<file path="src/rtl/core/atl_pkg.sv">
`default_nettype none

package atl_pkg;

  // token kinds as they appear on the result word
  typedef enum logic [3:0] {
    TK_PLUS    = 4'd0,
    TK_MINUS   = 4'd1,
    TK_STAR    = 4'd2,
    TK_SLASH   = 4'd3,
    TK_EQUAL   = 4'd4,
    TK_EQEQ    = 4'd5,
    TK_INT     = 4'd6,
    TK_UNKNOWN = 4'd7,
    TK_EOF     = 4'd8
  } tok_kind_t;

  // what is held back waiting for the next byte
  typedef enum logic [1:0] {
    MODE_NONE  = 2'd0,
    MODE_EQ    = 2'd1,
    MODE_INT   = 2'd2,
    MODE_SPARE = 2'd3
  } pend_mode_t;

  localparam logic [7:0] CH_NUL   = 8'h00;
  localparam logic [7:0] CH_TAB   = 8'h09;
  localparam logic [7:0] CH_NL    = 8'h0A;
  localparam logic [7:0] CH_SPACE = 8'h20;
  localparam logic [7:0] CH_STAR  = 8'h2A;
  localparam logic [7:0] CH_PLUS  = 8'h2B;
  localparam logic [7:0] CH_MINUS = 8'h2D;
  localparam logic [7:0] CH_SLASH = 8'h2F;
  localparam logic [7:0] CH_ZERO  = 8'h30;
  localparam logic [7:0] CH_NINE  = 8'h39;
  localparam logic [7:0] CH_EQ    = 8'h3D;

  localparam logic [15:0] CNT_MAX = 16'hFFFF;

  typedef struct packed {
    tok_kind_t   kind;
    logic [15:0] start;
    logic [15:0] len;
    logic [15:0] line;
    logic [15:0] col;
  } tok_t;

endpackage

`default_nettype wire

</file>
<file path="src/rtl/core/atl_if.sv">
`default_nettype none

interface atl_in_if;
  logic       valid;
  logic       ready;
  logic [7:0] data_byte;
  logic       byte_present;
  logic       end_of_source;

  modport source (output valid, output data_byte, output byte_present,
                  output end_of_source, input ready);
  modport sink   (input valid, input data_byte, input byte_present,
                  input end_of_source, output ready);
endinterface

interface atl_out_if;
  logic        valid;
  logic        ready;
  logic [3:0]  token_kind;
  logic [15:0] start_offset;
  logic [15:0] token_length;
  logic [15:0] line_number;
  logic [15:0] column_number;
  logic        last_of_run;

  modport source (output valid, output token_kind, output start_offset,
                  output token_length, output line_number, output column_number,
                  output last_of_run, input ready);
  modport sink   (input valid, input token_kind, input start_offset,
                  input token_length, input line_number, input column_number,
                  input last_of_run, output ready);
endinterface

`default_nettype wire

</file>
<file path="src/rtl/core/arith_token_lexer_core.sv">
`default_nettype none

// arith_token_lexer_core: byte-serial lexer for a small arithmetic language
//
// in_chan carries one source byte per word (byte_present) plus an
// end_of_source flag; a word with both flags low does nothing. out_chan
// carries one token per word: kind, start offset, length, line, column, and
// last_of_run on the final token that an input word produced.
// a word accepted into the input register is lexed into the result buffer
// once that buffer is free, and its first token is then on out_chan.
// throughput: one input word per cycle while every word yields at most one
// token and out_chan is ready; a word that yields n tokens (n up to three)
// holds the result buffer until all are taken, so the output port sets the rate.
// a stalled receiver holds the current token; one more input word is taken
// into the input register and waits there, then in_chan.ready drops.
// reset (rst_n low, synchronous) empties both stages and returns position to
// 0, line and column to 1 and drops any pending token; no clearing pass.
// after an end_of_source word the counters go back to their reset values so
// a new source can follow at once.
module arith_token_lexer_core #(
  parameter int POS_WIDTH = 16
) (
  input  wire        clk,
  input  wire        rst_n,
  atl_in_if.sink     in_chan,
  atl_out_if.source  out_chan
);
  import atl_pkg::*;

  localparam int ExtW = (POS_WIDTH > 16) ? POS_WIDTH : 16;
  localparam logic [POS_WIDTH-1:0] PosMax = {POS_WIDTH{1'b1}};

  // input register stage
  logic       inq_v_r;
  logic [7:0] inq_byte_r;
  logic       inq_present_r;
  logic       inq_end_r;

  // lexer state
  logic [POS_WIDTH-1:0] pos_r, pos_nxt;
  logic [15:0]          line_r, line_nxt;
  logic [15:0]          col_r, col_nxt;
  pend_mode_t           mode_r, mode_nxt;
  logic [POS_WIDTH-1:0] pstart_r, pstart_nxt;
  logic [15:0]          pcol_r, pcol_nxt;

  // result buffer, up to three tokens per input word
  tok_t       res_r [3];
  tok_t       res_nxt [3];
  logic [1:0] cnt_r, cnt_nxt;
  logic [1:0] rd_r;

  logic pop, buf_free, move;

  // token start and length carry the low 16 bits of the position
  function automatic tok_t mk_tok(input tok_kind_t k, input logic [POS_WIDTH-1:0] s,
                                  input logic [POS_WIDTH-1:0] len,
                                  input logic [15:0] ln, input logic [15:0] cl);
    logic [ExtW-1:0] s_ext;
    logic [ExtW-1:0] l_ext;
    tok_t t;
    s_ext   = ExtW'(s);
    l_ext   = ExtW'(len);
    t.kind  = k;
    t.start = s_ext[15:0];
    t.len   = l_ext[15:0];
    t.line  = ln;
    t.col   = cl;
    return t;
  endfunction

  // handshakes
  assign pop            = (cnt_r != 2'd0) && out_chan.ready;
  assign buf_free       = (cnt_r == 2'd0) || ((cnt_r == 2'd1) && out_chan.ready);
  assign move           = inq_v_r && buf_free;
  assign in_chan.ready  = !inq_v_r || move;

  // output word
  assign out_chan.valid         = (cnt_r != 2'd0);
  assign out_chan.token_kind    = res_r[rd_r].kind;
  assign out_chan.start_offset  = res_r[rd_r].start;
  assign out_chan.token_length  = res_r[rd_r].len;
  assign out_chan.line_number   = res_r[rd_r].line;
  assign out_chan.column_number = res_r[rd_r].col;
  assign out_chan.last_of_run   = (cnt_r == 2'd1);

  // lexing of the word in the input register against the current state
  always_comb begin
    logic is_digit;
    logic consumed;
    tok_kind_t k;
    pos_nxt    = pos_r;
    line_nxt   = line_r;
    col_nxt    = col_r;
    mode_nxt   = ((mode_r == MODE_EQ) || (mode_r == MODE_INT)) ? mode_r : MODE_NONE;
    pstart_nxt = pstart_r;
    pcol_nxt   = pcol_r;
    cnt_nxt    = 2'd0;
    res_nxt[0] = '0;
    res_nxt[1] = '0;
    res_nxt[2] = '0;
    is_digit   = (inq_byte_r >= CH_ZERO) && (inq_byte_r <= CH_NINE);
    consumed   = 1'b0;
    k          = TK_UNKNOWN;

    if (inq_present_r) begin
      if ((mode_nxt == MODE_EQ) && (inq_byte_r == CH_EQ)) begin
        res_nxt[cnt_nxt] = mk_tok(TK_EQEQ, pstart_nxt, POS_WIDTH'(2), line_nxt, pcol_nxt);
        cnt_nxt  = cnt_nxt + 2'd1;
        mode_nxt = MODE_NONE;
        consumed = 1'b1;
      end else if ((mode_nxt == MODE_INT) && is_digit) begin
        consumed = 1'b1;
      end else begin
        // a pending token ends before this byte
        if (mode_nxt == MODE_EQ) begin
          res_nxt[cnt_nxt] = mk_tok(TK_EQUAL, pstart_nxt, POS_WIDTH'(1), line_nxt,
                                    pcol_nxt);
          cnt_nxt = cnt_nxt + 2'd1;
        end else if (mode_nxt == MODE_INT) begin
          res_nxt[cnt_nxt] = mk_tok(TK_INT, pstart_nxt, pos_nxt - pstart_nxt, line_nxt,
                                    pcol_nxt);
          cnt_nxt = cnt_nxt + 2'd1;
        end
        mode_nxt = MODE_NONE;
      end

      if (consumed) begin
        if (pos_nxt != PosMax) pos_nxt = pos_nxt + POS_WIDTH'(1);
        if (col_nxt != CNT_MAX) col_nxt = col_nxt + 16'd1;
      end else if (inq_byte_r == CH_NL) begin
        if (pos_nxt != PosMax) pos_nxt = pos_nxt + POS_WIDTH'(1);
        if (line_nxt != CNT_MAX) line_nxt = line_nxt + 16'd1;
        col_nxt = 16'd1;
      end else if ((inq_byte_r == CH_SPACE) || (inq_byte_r == CH_TAB) ||
                   (inq_byte_r == CH_NUL)) begin
        if (pos_nxt != PosMax) pos_nxt = pos_nxt + POS_WIDTH'(1);
        if (col_nxt != CNT_MAX) col_nxt = col_nxt + 16'd1;
      end else if ((inq_byte_r == CH_EQ) || is_digit) begin
        mode_nxt   = (inq_byte_r == CH_EQ) ? MODE_EQ : MODE_INT;
        pstart_nxt = pos_nxt;
        pcol_nxt   = col_nxt;
        if (pos_nxt != PosMax) pos_nxt = pos_nxt + POS_WIDTH'(1);
        if (col_nxt != CNT_MAX) col_nxt = col_nxt + 16'd1;
      end else begin
        priority case (inq_byte_r)
          CH_PLUS:  k = TK_PLUS;
          CH_MINUS: k = TK_MINUS;
          CH_STAR:  k = TK_STAR;
          CH_SLASH: k = TK_SLASH;
          default:  k = TK_UNKNOWN;
        endcase
        res_nxt[cnt_nxt] = mk_tok(k, pos_nxt, POS_WIDTH'(1), line_nxt, col_nxt);
        cnt_nxt = cnt_nxt + 2'd1;
        if (pos_nxt != PosMax) pos_nxt = pos_nxt + POS_WIDTH'(1);
        if (col_nxt != CNT_MAX) col_nxt = col_nxt + 16'd1;
      end
    end

    if (inq_end_r) begin
      // flush what is left, then the eof token, then back to a fresh source
      if (mode_nxt == MODE_EQ) begin
        res_nxt[cnt_nxt] = mk_tok(TK_EQUAL, pstart_nxt, POS_WIDTH'(1), line_nxt, pcol_nxt);
        cnt_nxt = cnt_nxt + 2'd1;
      end else if (mode_nxt == MODE_INT) begin
        res_nxt[cnt_nxt] = mk_tok(TK_INT, pstart_nxt, pos_nxt - pstart_nxt, line_nxt,
                                  pcol_nxt);
        cnt_nxt = cnt_nxt + 2'd1;
      end
      res_nxt[cnt_nxt] = mk_tok(TK_EOF, pos_nxt, '0, line_nxt, col_nxt);
      cnt_nxt    = cnt_nxt + 2'd1;
      pos_nxt    = '0;
      line_nxt   = 16'd1;
      col_nxt    = 16'd1;
      mode_nxt   = MODE_NONE;
      pstart_nxt = '0;
      pcol_nxt   = 16'd1;
    end
  end

  // control state and lexer state
  always_ff @(posedge clk) begin
    if (!rst_n) begin
      inq_v_r  <= 1'b0;
      cnt_r    <= 2'd0;
      rd_r     <= 2'd0;
      pos_r    <= '0;
      line_r   <= 16'd1;
      col_r    <= 16'd1;
      mode_r   <= MODE_NONE;
      pstart_r <= '0;
      pcol_r   <= 16'd1;
    end else begin
      if (in_chan.ready) begin
        inq_v_r <= in_chan.valid;
      end
      if (move) begin
        cnt_r    <= cnt_nxt;
        rd_r     <= 2'd0;
        pos_r    <= pos_nxt;
        line_r   <= line_nxt;
        col_r    <= col_nxt;
        mode_r   <= mode_nxt;
        pstart_r <= pstart_nxt;
        pcol_r   <= pcol_nxt;
      end else if (pop) begin
        cnt_r <= cnt_r - 2'd1;
        rd_r  <= rd_r + 2'd1;
      end
    end
  end

  // payload registers, no reset
  always_ff @(posedge clk) begin
    if (in_chan.valid && in_chan.ready) begin
      inq_byte_r    <= in_chan.data_byte;
      inq_present_r <= in_chan.byte_present;
      inq_end_r     <= in_chan.end_of_source;
    end
    if (move) begin
      res_r[0] <= res_nxt[0];
      res_r[1] <= res_nxt[1];
      res_r[2] <= res_nxt[2];
    end
  end

`ifndef SYNTH
  // read pointer never runs past the loaded tokens
  a_buf_bounds: assert property (@(posedge clk) disable iff (!rst_n)
    (3'(rd_r) + 3'(cnt_r)) <= 3'd3)
    else $error("result buffer pointer out of range");

  // a new word only loads once the buffer is drained or its last token is taken
  a_no_overwrite: assert property (@(posedge clk) disable iff (!rst_n)
    move |-> ((cnt_r == 2'd0) || ((cnt_r == 2'd1) && out_chan.ready)))
    else $error("result buffer overwritten with tokens pending");

  // eof is always the final token of its word
  a_eof_last: assert property (@(posedge clk) disable iff (!rst_n)
    (out_chan.valid && (out_chan.token_kind == TK_EOF)) |-> out_chan.last_of_run)
    else $error("eof token not marked last");

  // end of source puts the counters back to their start values
  a_eos_restart: assert property (@(posedge clk) disable iff (!rst_n)
    (move && inq_end_r) |=> ((pos_r == '0) && (line_r == 16'd1) &&
                             (col_r == 16'd1) && (mode_r == MODE_NONE)))
    else $error("state not restarted after end of source");
`endif

endmodule

`default_nettype wire
</file>
<file path="src/flat_wrapper.sv">
// flat-port wrapper written by rule: the top's interface ports become plain ports
module arith_token_lexer_core_flat import atl_pkg::*;
#(
  parameter int POS_WIDTH = 16
)
  (clk, rst_n, in_chan_valid, in_chan_data_byte, in_chan_byte_present, in_chan_end_of_source, in_chan_ready, out_chan_valid, out_chan_token_kind, out_chan_start_offset, out_chan_token_length, out_chan_line_number, out_chan_column_number, out_chan_last_of_run, out_chan_ready);
  atl_in_if in_chan_i ();
  atl_out_if out_chan_i ();
  input  wire clk;
  input  wire rst_n;
  input wire logic [$bits(in_chan_i.valid)-1:0] in_chan_valid;
  input wire logic [$bits(in_chan_i.data_byte)-1:0] in_chan_data_byte;
  input wire logic [$bits(in_chan_i.byte_present)-1:0] in_chan_byte_present;
  input wire logic [$bits(in_chan_i.end_of_source)-1:0] in_chan_end_of_source;
  output wire logic [$bits(in_chan_i.ready)-1:0] in_chan_ready;
  output wire logic [$bits(out_chan_i.valid)-1:0] out_chan_valid;
  output wire logic [$bits(out_chan_i.token_kind)-1:0] out_chan_token_kind;
  output wire logic [$bits(out_chan_i.start_offset)-1:0] out_chan_start_offset;
  output wire logic [$bits(out_chan_i.token_length)-1:0] out_chan_token_length;
  output wire logic [$bits(out_chan_i.line_number)-1:0] out_chan_line_number;
  output wire logic [$bits(out_chan_i.column_number)-1:0] out_chan_column_number;
  output wire logic [$bits(out_chan_i.last_of_run)-1:0] out_chan_last_of_run;
  input wire logic [$bits(out_chan_i.ready)-1:0] out_chan_ready;
  assign in_chan_i.valid = in_chan_valid;
  assign in_chan_i.data_byte = in_chan_data_byte;
  assign in_chan_i.byte_present = in_chan_byte_present;
  assign in_chan_i.end_of_source = in_chan_end_of_source;
  assign in_chan_ready = in_chan_i.ready;
  assign out_chan_valid = out_chan_i.valid;
  assign out_chan_token_kind = out_chan_i.token_kind;
  assign out_chan_start_offset = out_chan_i.start_offset;
  assign out_chan_token_length = out_chan_i.token_length;
  assign out_chan_line_number = out_chan_i.line_number;
  assign out_chan_column_number = out_chan_i.column_number;
  assign out_chan_last_of_run = out_chan_i.last_of_run;
  assign out_chan_i.ready = out_chan_ready;
  arith_token_lexer_core #(.POS_WIDTH(POS_WIDTH)) u_core (.clk(clk), .rst_n(rst_n), .in_chan(in_chan_i), .out_chan(out_chan_i));
endmodule
</file>
<file path="config.mk">
export PLATFORM = sky130hd
export DESIGN_NAME = arith_token_lexer_core_flat
export DESIGN_NICKNAME = d
export VERILOG_FILES = /design/src/rtl/core/atl_pkg.sv /design/src/rtl/core/atl_if.sv /design/src/rtl/core/arith_token_lexer_core.sv /design/src/flat_wrapper.sv
export SDC_FILE = /design/constraint.sdc
export NUM_CORES = 1
export LEC_CHECK = 0
export BUFFER_PORTS_ARGS = -buffer_cell sky130_fd_sc_hd__buf_2
export CAP_MARGIN = 20
export CORE_UTILIZATION = 50
export DETAILED_ROUTE_END_ITERATION = 8
export PLACE_DENSITY = 0.71
export SYNTH_ARGS = -nofsm -noshare
export SYNTH_HDL_FRONTEND = slang
export SYNTH_SLANG_ARGS = --single-unit
</file>
<file path="constraint.sdc">
create_clock -name clk -period 5.75 [get_ports clk]
set_clock_uncertainty 0.2 [all_clocks]
set_input_delay 0.575 -clock clk [delete_from_list [all_inputs] [get_ports clk]]
set_output_delay 0.575 -clock clk [all_outputs]
set_load 0.01 [all_outputs]
</file>
* Word level (Yosys, flattened, before mapping) *
Memory sizes are Yosys's and may differ from the RTL's. A register that Yosys moved wholly into a read port is not among the register bits.
Cells that the tools add are included.

word-level totals
  register bits after elaboration = 97
  bits in writable memories = 204
  input bits = 14
  output and inout bits = 71
  word-level logic and storage cells = 163
  memories = 1

memories
  memory        depth  width  rd ports  clocked after Yosys merged registers in  wr ports  line                          source
  u_core.res_r  3      68     1         1                                        3         arith_token_lexer_core.sv:48  tok_t res_r [3];

cells by class
  add/subtract/negate cells = 10
  magnitude comparators = 8
  equal/unequal tests = 18
  muxes and demuxes = 88
  bitwise logic cells = 4
  reduce and logical (&&, ||, !) cells = 22

operators by type and width
  operator                                                                             number
  204-bit 2-to-1 mux                                                                   9
  204-bit bitwise mux                                                                  4
  68-bit 2-to-1 mux                                                                    7
  68-bit demux with 2-bit select                                                       3
  16-bit 2-to-1 mux                                                                    25
  67-bit 2-to-1 mux                                                                    1
  2-bit 2-to-1 mux                                                                     27
  16-bit by 1-bit adder with 16-bit output, second input constant                      3
  8-bit by 6-bit == test with 1-bit output, second input constant                      6
  16-bit != test, second input constant                                                3
  16-bit subtractor                                                                    2
  4-bit 2-to-1 mux                                                                     5
  8-bit by 4-bit == test with 1-bit output, second input constant                      2
  3-bit case mux with 4 select lines                                                   1
  1-bit logical AND                                                                    10
  3-bit greater-or-equal comparator, second input constant                             3
  3-bit by 1-bit < comparator with 1-bit output, second input constant                 3
  2-bit NOT with 3-bit output                                                          3
  2-bit by 1-bit adder with 2-bit output, second input constant                        4
  2-bit by 1-bit == test with 1-bit output, second input constant                      4
  8-bit by 6-bit greater-or-equal comparator with 1-bit output, second input constant  1
  8-bit by 6-bit <= comparator with 1-bit output, second input constant                1
  8-bit logical NOT                                                                    1
  2-bit == test, second input constant                                                 3
  other kinds (8)                                                                      19

* Depth between registers and ports, before layout *
Gate-level depths: netlist of run 1.

  depth after elaboration = 26
  depth in mapped cells = 21
  depth with buffers taken out = 18

* Worst setup path before layout of run 1 *
Ideal clock, no wire load.

  path kind = register to register
  start point = register u_core.cnt_r[0]
  end point = register u_core.pos_r[2]
  setup time = 0.115 ns
  arrival time = 5.884 ns
  data required time = 5.435 ns
  setup slack = -0.449 ns
  cell stages (with the launch flop) = 10
  buffers on the path = 1
  period minus slack after synthesis = 6.199 ns
  cells stage by stage = dfxtp_1 > ha_1 > a21oi_1 > nand2b_1 > clkbuf_1 > inv_1 > o21ai_0 > nand2_1 > o21ai_0 > and2_1

on the way
  longest elaborated chain between the ends = 4
  elaborated cells between the ends (all ways) = 5
  classes of those cells = 1 x eq/ne; 4 x reduce/logical

ends and longest elaborated chain
  item                                      line                           source
  from (decl)                               arith_token_lexer_core.sv:50   logic [1:0] cnt_r, cnt_nxt;
  from (signal assigned)                    arith_token_lexer_core.sv:198  cnt_r <= cnt_nxt;
  from (signal assigned)                    arith_token_lexer_core.sv:207  cnt_r <= cnt_r - 2'd1;
  2-bit by 1-bit == test with 1-bit output  n/a
  net out_chan_last_of_run                  flat_wrapper.sv:22             output wire logic [$bits(out_chan_i.last_of_run)-1:0] out_chan_last_of_run;
  1-bit logical AND                         arith_token_lexer_core.sv:74   assign buf_free = (cnt_r == 2'd0) || ((cnt_r == 2'd1) && out_chan.ready);
  1-bit logical OR                          arith_token_lexer_core.sv:74
  1-bit logical AND                         arith_token_lexer_core.sv:75   assign move = inq_v_r && buf_free;
  net u_core.move                           arith_token_lexer_core.sv:53   logic pop, buf_free, move;
  to (signal assigned)                      arith_token_lexer_core.sv:200  pos_r <= pos_nxt;
  to (decl)                                 arith_token_lexer_core.sv:40   logic [POS_WIDTH-1:0] pos_r, pos_nxt;

The timed path passes the listed nets, and every way through them passes these cells.
A chain may end at the register's enable or synchronous reset.

==> summary.txt, run 1 <==
Worst reg2reg path endpoint: u_core.res_r[0][45]$_DFFE_PP_
Worst R2R Start: u_core.pos_r[1]$_SDFFE_PN0P_
Die X-Extent: 191 µm
Worst VDD drop: 283 µV
Final Hold Vio Count: 0
Clock root cell: clkbuf_16
Reg2reg setup slack: 0.70 ns
Post-synthesis sequential area ratio: 45.9%
Fin area: 19,800 µm²
Final setup viols: 0
Gate power share: 23.3%
FFs w/ async S/R, synth: 0%
Initial Util: 51.2%
Count of buffers from port buffering: 84
Placed Cells: 2,373
Synth area leader: edfxtp_1
Clock buffer count from CTS: 34
DR WL met3: 4680 µm
Warnings from Yosys: 0
Largest family of logic cells by synthesized area: compound AO/OA/AOI/OAI gates
Critical Path RT: 5.80 ns
Hold Crit Class: input pin to flop
Post-route ant nets: 0
Slew Viols, Final: 0
Routed via count: 15,600
Period utilisation layout: 87.9%
Die Ht: 191 µm
XOR/XNOR share of the synthesized area: 3.69%
Multiplexer share of the synthesized area: 5.74%
Final Wtd Congestion: 0.980
Largest net degree at the start of global routing: 110
Core area: 34,800 µm²
Seq cells post-synth: 302
Final total power: 0.00652 W
Core Rows: 68
Hold EP: u_core.inq_byte_r[7]$_DFFE_PP_
Initial antenna violation count: 1
Grt ovf: 0
Clk buf depth: 3
Worst skew pair latency: 0.56 ns
Arr. time, crit path: 5.11 ns
DP HPWL: 37,600 µm
Area growth from synthesis to layout: 10.9%
Status: complete, no violations
Die area: 36,400 µm²
Pre-antenna DRT Iters: 9
Adder-cell share of the synthesized area: 3.01%
WL met1: 22,900 µm
Max_slew headroom: 24.4%
Worst-Margin Slew: 1.13 ns
Final wirelength: 55,500 µm
Max H-tree Level: 2
Sw frac: 32.3%
Worst Setup End Kind: flop
GRT Total Usage: 30.6%
# Max-Cap Violations: 0
First-pass GRT wire length: 85,100 µm
Total setup buffers inserted after CTS: 0
Share of cells above drive strength 1: 11.1%
Io pins: 85
Initial detailed-routing violation count: 1,856
Synth area leaders: edfxtp_1 36%, dfxtp_1 10%, o21ai_0 6.7%
Setup_tns: 0 ns
Mapped Avg Cell Area: 9.19 µm²
RSZ-0062 raised after global routing: false
Setup CP Type: flop to flop
Mapped Nets: 1,992
Top cell type's share of synthesized area: 35.9%
Mapped cell area: 17,800 µm²
Drt wl/cell: 22.7 µm
Wire length on met2: 25,700 µm
Non-Filler Instances: 2,443
Hold_sp: in_chan_data_byte[7]
Post-synthesis simple-gate area fraction: 15.5%
Clock group share of total power: 32.2%
Clock sink count: 302
Final Util: 56.8%
Sequential cell fraction of total power: 44.4%
Synth unique cells: 80
Hold_buf cts: 8
Worst setup SP type: flop
Residual DRC: 0
Via-to-Cell Ratio: 6.40
Critical Path Source: u_core.pos_r[1]$_SDFFE_PN0P_
EDFF count, synth: 213
Post-cts resize count: 0
Area after DPL: 18,600 µm²
Compound-gate portion of the synthesized area: 21.2%
CTS tree: built
Leak pwr: 6.84 nW
Top Metal Used: met4
Number of antenna repair diodes: 0
Crit-path max FO: 13
Int Pwr: 0.00441 W
Nets: 2,015
Vias in the first global route: 14,600
NetSw: 0.00210 W
PD cells: 330 nW/µm²
Main synth FF type: edfxtp_1
Tmin final: 5.05 ns
Worst hold stages: 1
Cells after Synth: 1,939
Achievable Freq: 198 MHz
Worst-path clk slew: 0.06 ns
R2r worst-path depth: 15
==> worst max-delay path by stage <==
stage	to	depth (start not counted)	slack, ns
2_1_floorplan	u_core.res_r[0][0]$_DFFE_PP_	6	0.72
3_3_place_gp	u_core.res_r[0][45]$_DFFE_PP_	15	0.86
3_5_place_dp	u_core.res_r[0][45]$_DFFE_PP_	15	0.77
4_1_cts	u_core.res_r[0][45]$_DFFE_PP_	15	0.73
5_1_grt	u_core.res_r[0][45]$_DFFE_PP_	15	0.34
6_report	u_core.res_r[0][45]$_DFFE_PP_	15	0.70
==> synth_stat cells, types with 25 or more instances <==
cell type and number:
o22ai_1 47, xor2_1 27, nand2_1 265, nor2_1 132, dfxtp_1 89, mux2i_1 101
o21ai_0 237, a221oi_1 25, edfxtp_1 213, nand3_1 58, inv_1 62, o31ai_1 26
ha_1 38, clkbuf_1 119, a21oi_1 76, xnor2_1 45, a22o_1 25, a22oi_1 43
==> sequential cells by signal, summed over array words and instances (netlist names), named ones only <==
register              count
u_core.res_r            203
u_core.pos_r             16
u_core.pstart_r          16
u_core.inq_byte_r         8
u_core.cnt_r              2
u_core.inq_v_r            1
u_core.line_r            16
u_core.mode_r             2
u_core.inq_end_r          1
u_core.rd_r               2
u_core.col_r             16
u_core.inq_present_r      1
u_core.pcol_r            16
==> routing by layer <==
metal | GRT usage, % | up-vias
li1 | - | 7206
met1 | 41.1 | 7468
met2 | 48.3 | 823
met3 | 5.01 | 136
met4 | 13.6 | 0
met5 | 0 | -
==> area by class of cell <==
class,count,area [µm²]
multi-input combinational,1415,8790
clock inverter,16,124
inverter,65,248
tap,455,569
clock buffer,46,936
timing repair buffer,144,903
fill,3044,15000
sequential,302,8190
==> metrics by stage <==
step | worst slack [ns] | hold slack (ns)
after global placement | 0.864 | 0.251
after global routing | 0.342 | 0.00803
after CTS | 0.729 | 0.000616
after floorplan | 0.723 | 0.241
after detailed placement | 0.767 | 0.261
final | 0.697 | 0.0188
==> power by group through the flow <==
| stage | combinational, W | sequential, W | clock (W) |
|---|---|---|---|
| floorplan | 0.000984 | 0.00286 | 0 |
| detailed placement | 0.00150 | 0.00294 | 0 |
| CTS | 0.00151 | 0.00289 | 0.00213 |
| global placement | 0.00149 | 0.00292 | 0 |
| finish | 0.00152 | 0.00289 | 0.00210 |
| global route | 0.00164 | 0.00292 | 0.00221 |
==> placed cells by master (no fill, tap or decap), types with 8 or more instances in the layout <==
| cell type | n |
|---|---|
| edfxtp_1 | 213 |
| a22oi_1 | 43 |
| o31ai_1 | 26 |
| nor2_1 | 129 |
| mux2i_1 | 101 |
| nand2b_1 | 18 |
| a22o_1 | 25 |
| clkbuf_1 | 8 |
| ha_1 | 38 |
| nand4_1 | 18 |
| inv_1 | 61 |
| o221ai_1 | 13 |
| nand2_1 | 265 |
| xnor2_1 | 45 |
| nand3_1 | 57 |
| o22ai_1 | 47 |
| a21oi_1 | 74 |
| nor3_1 | 19 |
| nor2b_1 | 16 |
| and2_1 | 10 |
| and3_1 | 16 |
| clkbuf_16 | 34 |
| or3_1 | 8 |
| buf_2 | 84 |
| nor4_1 | 9 |
| xor2_1 | 27 |
| buf_4 | 51 |
| o21ai_0 | 237 |
| a31oi_1 | 13 |
| dfxtp_1 | 87 |
| clkinv_1 | 8 |
| dlygate4sd3_1 | 8 |
| a221oi_1 | 25 |
==> critical path, cell delays in order (launching register included) <==
cell and delay, ns:
dfxtp_1 0.61, ha_1 0.28, nand4_1 0.25, or4_1 0.77, nand2_1 0.21, xnor2_1 0.20
inv_1 0.13, ha_1 0.23, maj3_1 0.36, o211ai_1 0.14, o211ai_2 0.16, o211ai_1 0.43
o31ai_4 0.12, mux2i_1 0.14, nor4_2 0.37, o22ai_1 0.13
==> cells by family after synthesis <==
logic type / Yosys count
muxes: 102
DFF: 302
buffers and inverters: 222
AOI/OAI and AO/OA: 595
adders and majority gates: 43
and+or+nand+nor: 602
xor gates and xnor gates: 73
Note: power is estimated with default switching activity, not from simulation.
==> run 2: changes to the inputs <==
REMOVE_ABC_BUFFERS = 1   (was default)
==> run 2 against run 1 <==
Non-clock buffer count is 8 lower. Final cell count is 0.33% lower. Wire length is 1.6% lower. Via count is 0.70% higher. Die area stayed put. Clock power hardly changed. Fmax is 5.7% lower.
==> summary.txt, run 2 (synthesis gave the netlist of run 1 again) <==
PD cells: 331 nW/µm² (was 330 nW/µm²)
Clock root cell: clkbuf_16 (unchanged)
CP max stage delay: 0.66 ns (was 0.77 ns)
Crit-path max FO: 11 (was 13)
Count of buffers from port buffering: 84 (unchanged)
Worst hold stages: 1 (unchanged)
CTS tree: built (unchanged)
Critical Path RT: 5.85 ns (was 5.80 ns)
Clock buffer count from CTS: 34 (unchanged)
Residual DRC: 0 (unchanged)
Post-cts resize count: 0 (unchanged)
Core Rows: 68 (unchanged)
RSZ-0062 raised after global routing: false (unchanged)
Worst-path clk slew: 0.06 ns (about the same)
Crit path max-delay family: simple AND/OR/NAND/NOR gates (unchanged)
Reg2reg setup slack: 0.39 ns (was 0.70 ns)
Final Wtd Congestion: 0.928 (was 0.980)
Hold_buf cts: 0 (was 8)
Grt ovf: 0 (unchanged)
Worst VDD drop: 507 µV (was 283 µV)
Worst R2R Start: u_core.inq_byte_r[7]$_DFFE_PP_ (was u_core.pos_r[1]$_SDFFE_PN0P_)
Via-to-Cell Ratio: 6.47 (was 6.40)
Leak pwr: 6.83 nW (was 6.84 nW)
Status: complete, no violations (unchanged)
Worst setup SP type: flop (unchanged)
GRT Total Usage: 29.8% (was 30.6%)
Hold EP: u_core.inq_end_r$_DFFE_PP_ (was u_core.inq_byte_r[7]$_DFFE_PP_)
Arr. time, crit path: 5.46 ns (was 5.11 ns)
Number of antenna repair diodes: 0 (unchanged)
Final wirelength: 54,600 µm (was 55,500 µm)
Initial antenna violation count: 0 (was 1)
Post-route ant nets: 0 (unchanged)
Final setup viols: 0 (unchanged)
Hold_sp: in_chan_end_of_source (was in_chan_data_byte[7])
Clk buf depth: 3 (unchanged)
Clock sink count: 302 (unchanged)
Final Hold Vio Count: 0 (unchanged)
Initial Util: 51.2% (unchanged)
Final WS setup: 0.391 ns (was 0.697 ns)
Fin area: 19,700 µm² (was 19,800 µm²)
Largest Register: u_core.res_r (unchanged)
Tmin final: 5.36 ns (was 5.05 ns)
# Max-Cap Violations: 0 (unchanged)
Routed via count: 15,700 (was 15,600)
Worst reg2reg path endpoint: u_core.res_r[0][7]$_DFFE_PP_ (was u_core.res_r[0][45]$_DFFE_PP_)
Final total power: 0.00653 W (was 0.00652 W)
Max_slew headroom: 21.4% (was 24.4%)
Period utilisation layout: 93.2% (was 87.9%)
DP HPWL: 36,300 µm (was 37,600 µm)
Pre-antenna DRT Iters: 5 (was 9)
Worst slack, placed: 0.513 ns (was 0.767 ns)
Max H-tree Level: 2 (unchanged)
Hold Crit Class: input pin to flop (unchanged)
Slew Viols, Final: 0 (unchanged)
Drt wl/cell: 22.4 µm (was 22.7 µm)
First-pass GRT wire length: 84,600 µm (was 85,100 µm)
Cells along the critical path: nor4bb_1, buf_4, nand2_1, nand2_1, nand2_1, ha_1, nor2_1, a311oi_1, inv_1, ha_1, mux2i_1, ha_1, inv_1, o31ai_1, and2_1, buf_4, a221oi_1, a221oi_1 (was ha_1, nand4_1, or4_1, nand2_1, xnor2_1, inv_1, ha_1, maj3_1, o211ai_1, o211ai_2, o211ai_1, o31ai_4, mux2i_1, nor4_2, o22ai_1)
Max reg flops: 203 (unchanged)
Critical path's slowest cell: and2_1 (was or4_1)
Commonest non-fill, non-tap cells in the layout: 265 x nand2_1, 237 x o21ai_0, 213 x edfxtp_1 (unchanged)
CP bufs+invs: 4 (was 1)
Worst skew pair latency: 0.54 ns (was 0.56 ns)
Initial detailed-routing violation count: 1,877 (was 1,856)
Vias in the first global route: 15,000 (was 14,600)
R2r worst-path depth: 18 (was 15)
Die X-Extent: 191 µm (unchanged)
Setup CP Type: flop to flop (unchanged)
Nets: 2,007 (was 2,015)
Area growth from synthesis to layout: 10.5% (was 10.9%)
Share of cells above drive strength 1: 11.4% (was 11.1%)
Worst-Margin Slew: 1.18 ns (was 1.13 ns)
Achievable Freq: 187 MHz (was 198 MHz)
Area after DPL: 18,600 µm² (about the same)
Die area: 36,400 µm² (unchanged)
Core area: 34,800 µm² (unchanged)
Die Ht: 191 µm (unchanged)
Largest net degree at the start of global routing: 107 (was 110)
Io pins: 85 (unchanged)
Most common cell after layout, fill and taps aside: nand2_1 (unchanged)
Worst Setup End Kind: flop (unchanged)
Total setup buffers inserted after CTS: 0 (unchanged)
-- run 2: cell types whose count changed in the layout (fill, tap and decap cells not counted), sizes merged --
cell         before  now
clkbuf           46   45
clkinv           15   13
clkinvlp          2    3
dlygate4sd3       8    0
inv              63   66
bufinv            1    0
-- run 2: layer usage --
metal | up-vias | global-route usage (%) | routed length (µm)
li1 | 7194 | - | -
met1 | 7481 | 39.9 | 22400
met2 | 889 | 48.0 | 25100
met3 | 179 | 4.88 | 4950
met4 | 0 | 12.1 | 2140
met5 | - | 0 | 0
-- run 2: layout make-up --
cell class | count | area [µm²]
multi-input cells | 1415 | 8790
well taps | 455 | 569
clock inverters | 17 | 141
flip-flops and latches | 302 | 8190
inverters | 65 | 251
fillers | 3108 | 15100
clock buffers | 45 | 942
repair buffers | 136 | 811
-- run 2: worst max path at each step --
stage                                   start                             to  slack (ns)  cells after the start
3_3_place_gp     u_core.pos_r[1]$_SDFFE_PN0P_  u_core.res_r[0][45]$_DFFE_PP_        0.78                     15
4_1_cts        u_core.inq_byte_r[7]$_DFFE_PP_   u_core.res_r[0][7]$_DFFE_PP_        0.48                     18
6_report       u_core.inq_byte_r[7]$_DFFE_PP_   u_core.res_r[0][7]$_DFFE_PP_        0.39                     18
3_5_place_dp   u_core.inq_byte_r[7]$_DFFE_PP_   u_core.res_r[0][7]$_DFFE_PP_        0.51                     18
2_1_floorplan    u_core.cnt_r[0]$_SDFFE_PN0P_   u_core.pos_r[2]$_SDFFE_PN0P_       -0.42                      8
5_1_grt        u_core.inq_byte_r[7]$_DFFE_PP_   u_core.res_r[0][2]$_DFFE_PP_         0.1                     18
-- run 2: through the flow --
step / TNS [ns] / util [%] / hold WS (ns) / std cells
floorplan: -1.79 / - / 0.241 / 1782
global placement: 0 / 53.5 / 0.256 / 2373
detailed placement: 0 / 53.5 / 0.263 / 2373
CTS: 0 / 56.6 / 0.00843 / 2435
global route: 0 / 56.6 / 0.0108 / 2435
finish: 0 / 56.6 / 0.0208 / 2435
-- run 2: power breakdown --
group,internal (W),switching (W)
Sequential,0.00272,0.000157
Clock,0.00118,0.000941
Combinational,0.000491,0.00104
-- run 2: worst reg2reg max path: cells and delay by family (launching register included) --
kind | cells | cell delay, ns
muxes | 1 | 0.25
buffers and inverters | 4 | 0.73
and+or+nand+nor | 6 | 1.52
DFF | 1 | 0.41
AOI/OAI and AO/OA | 4 | 1.10
adders and majority gates | 3 | 0.94
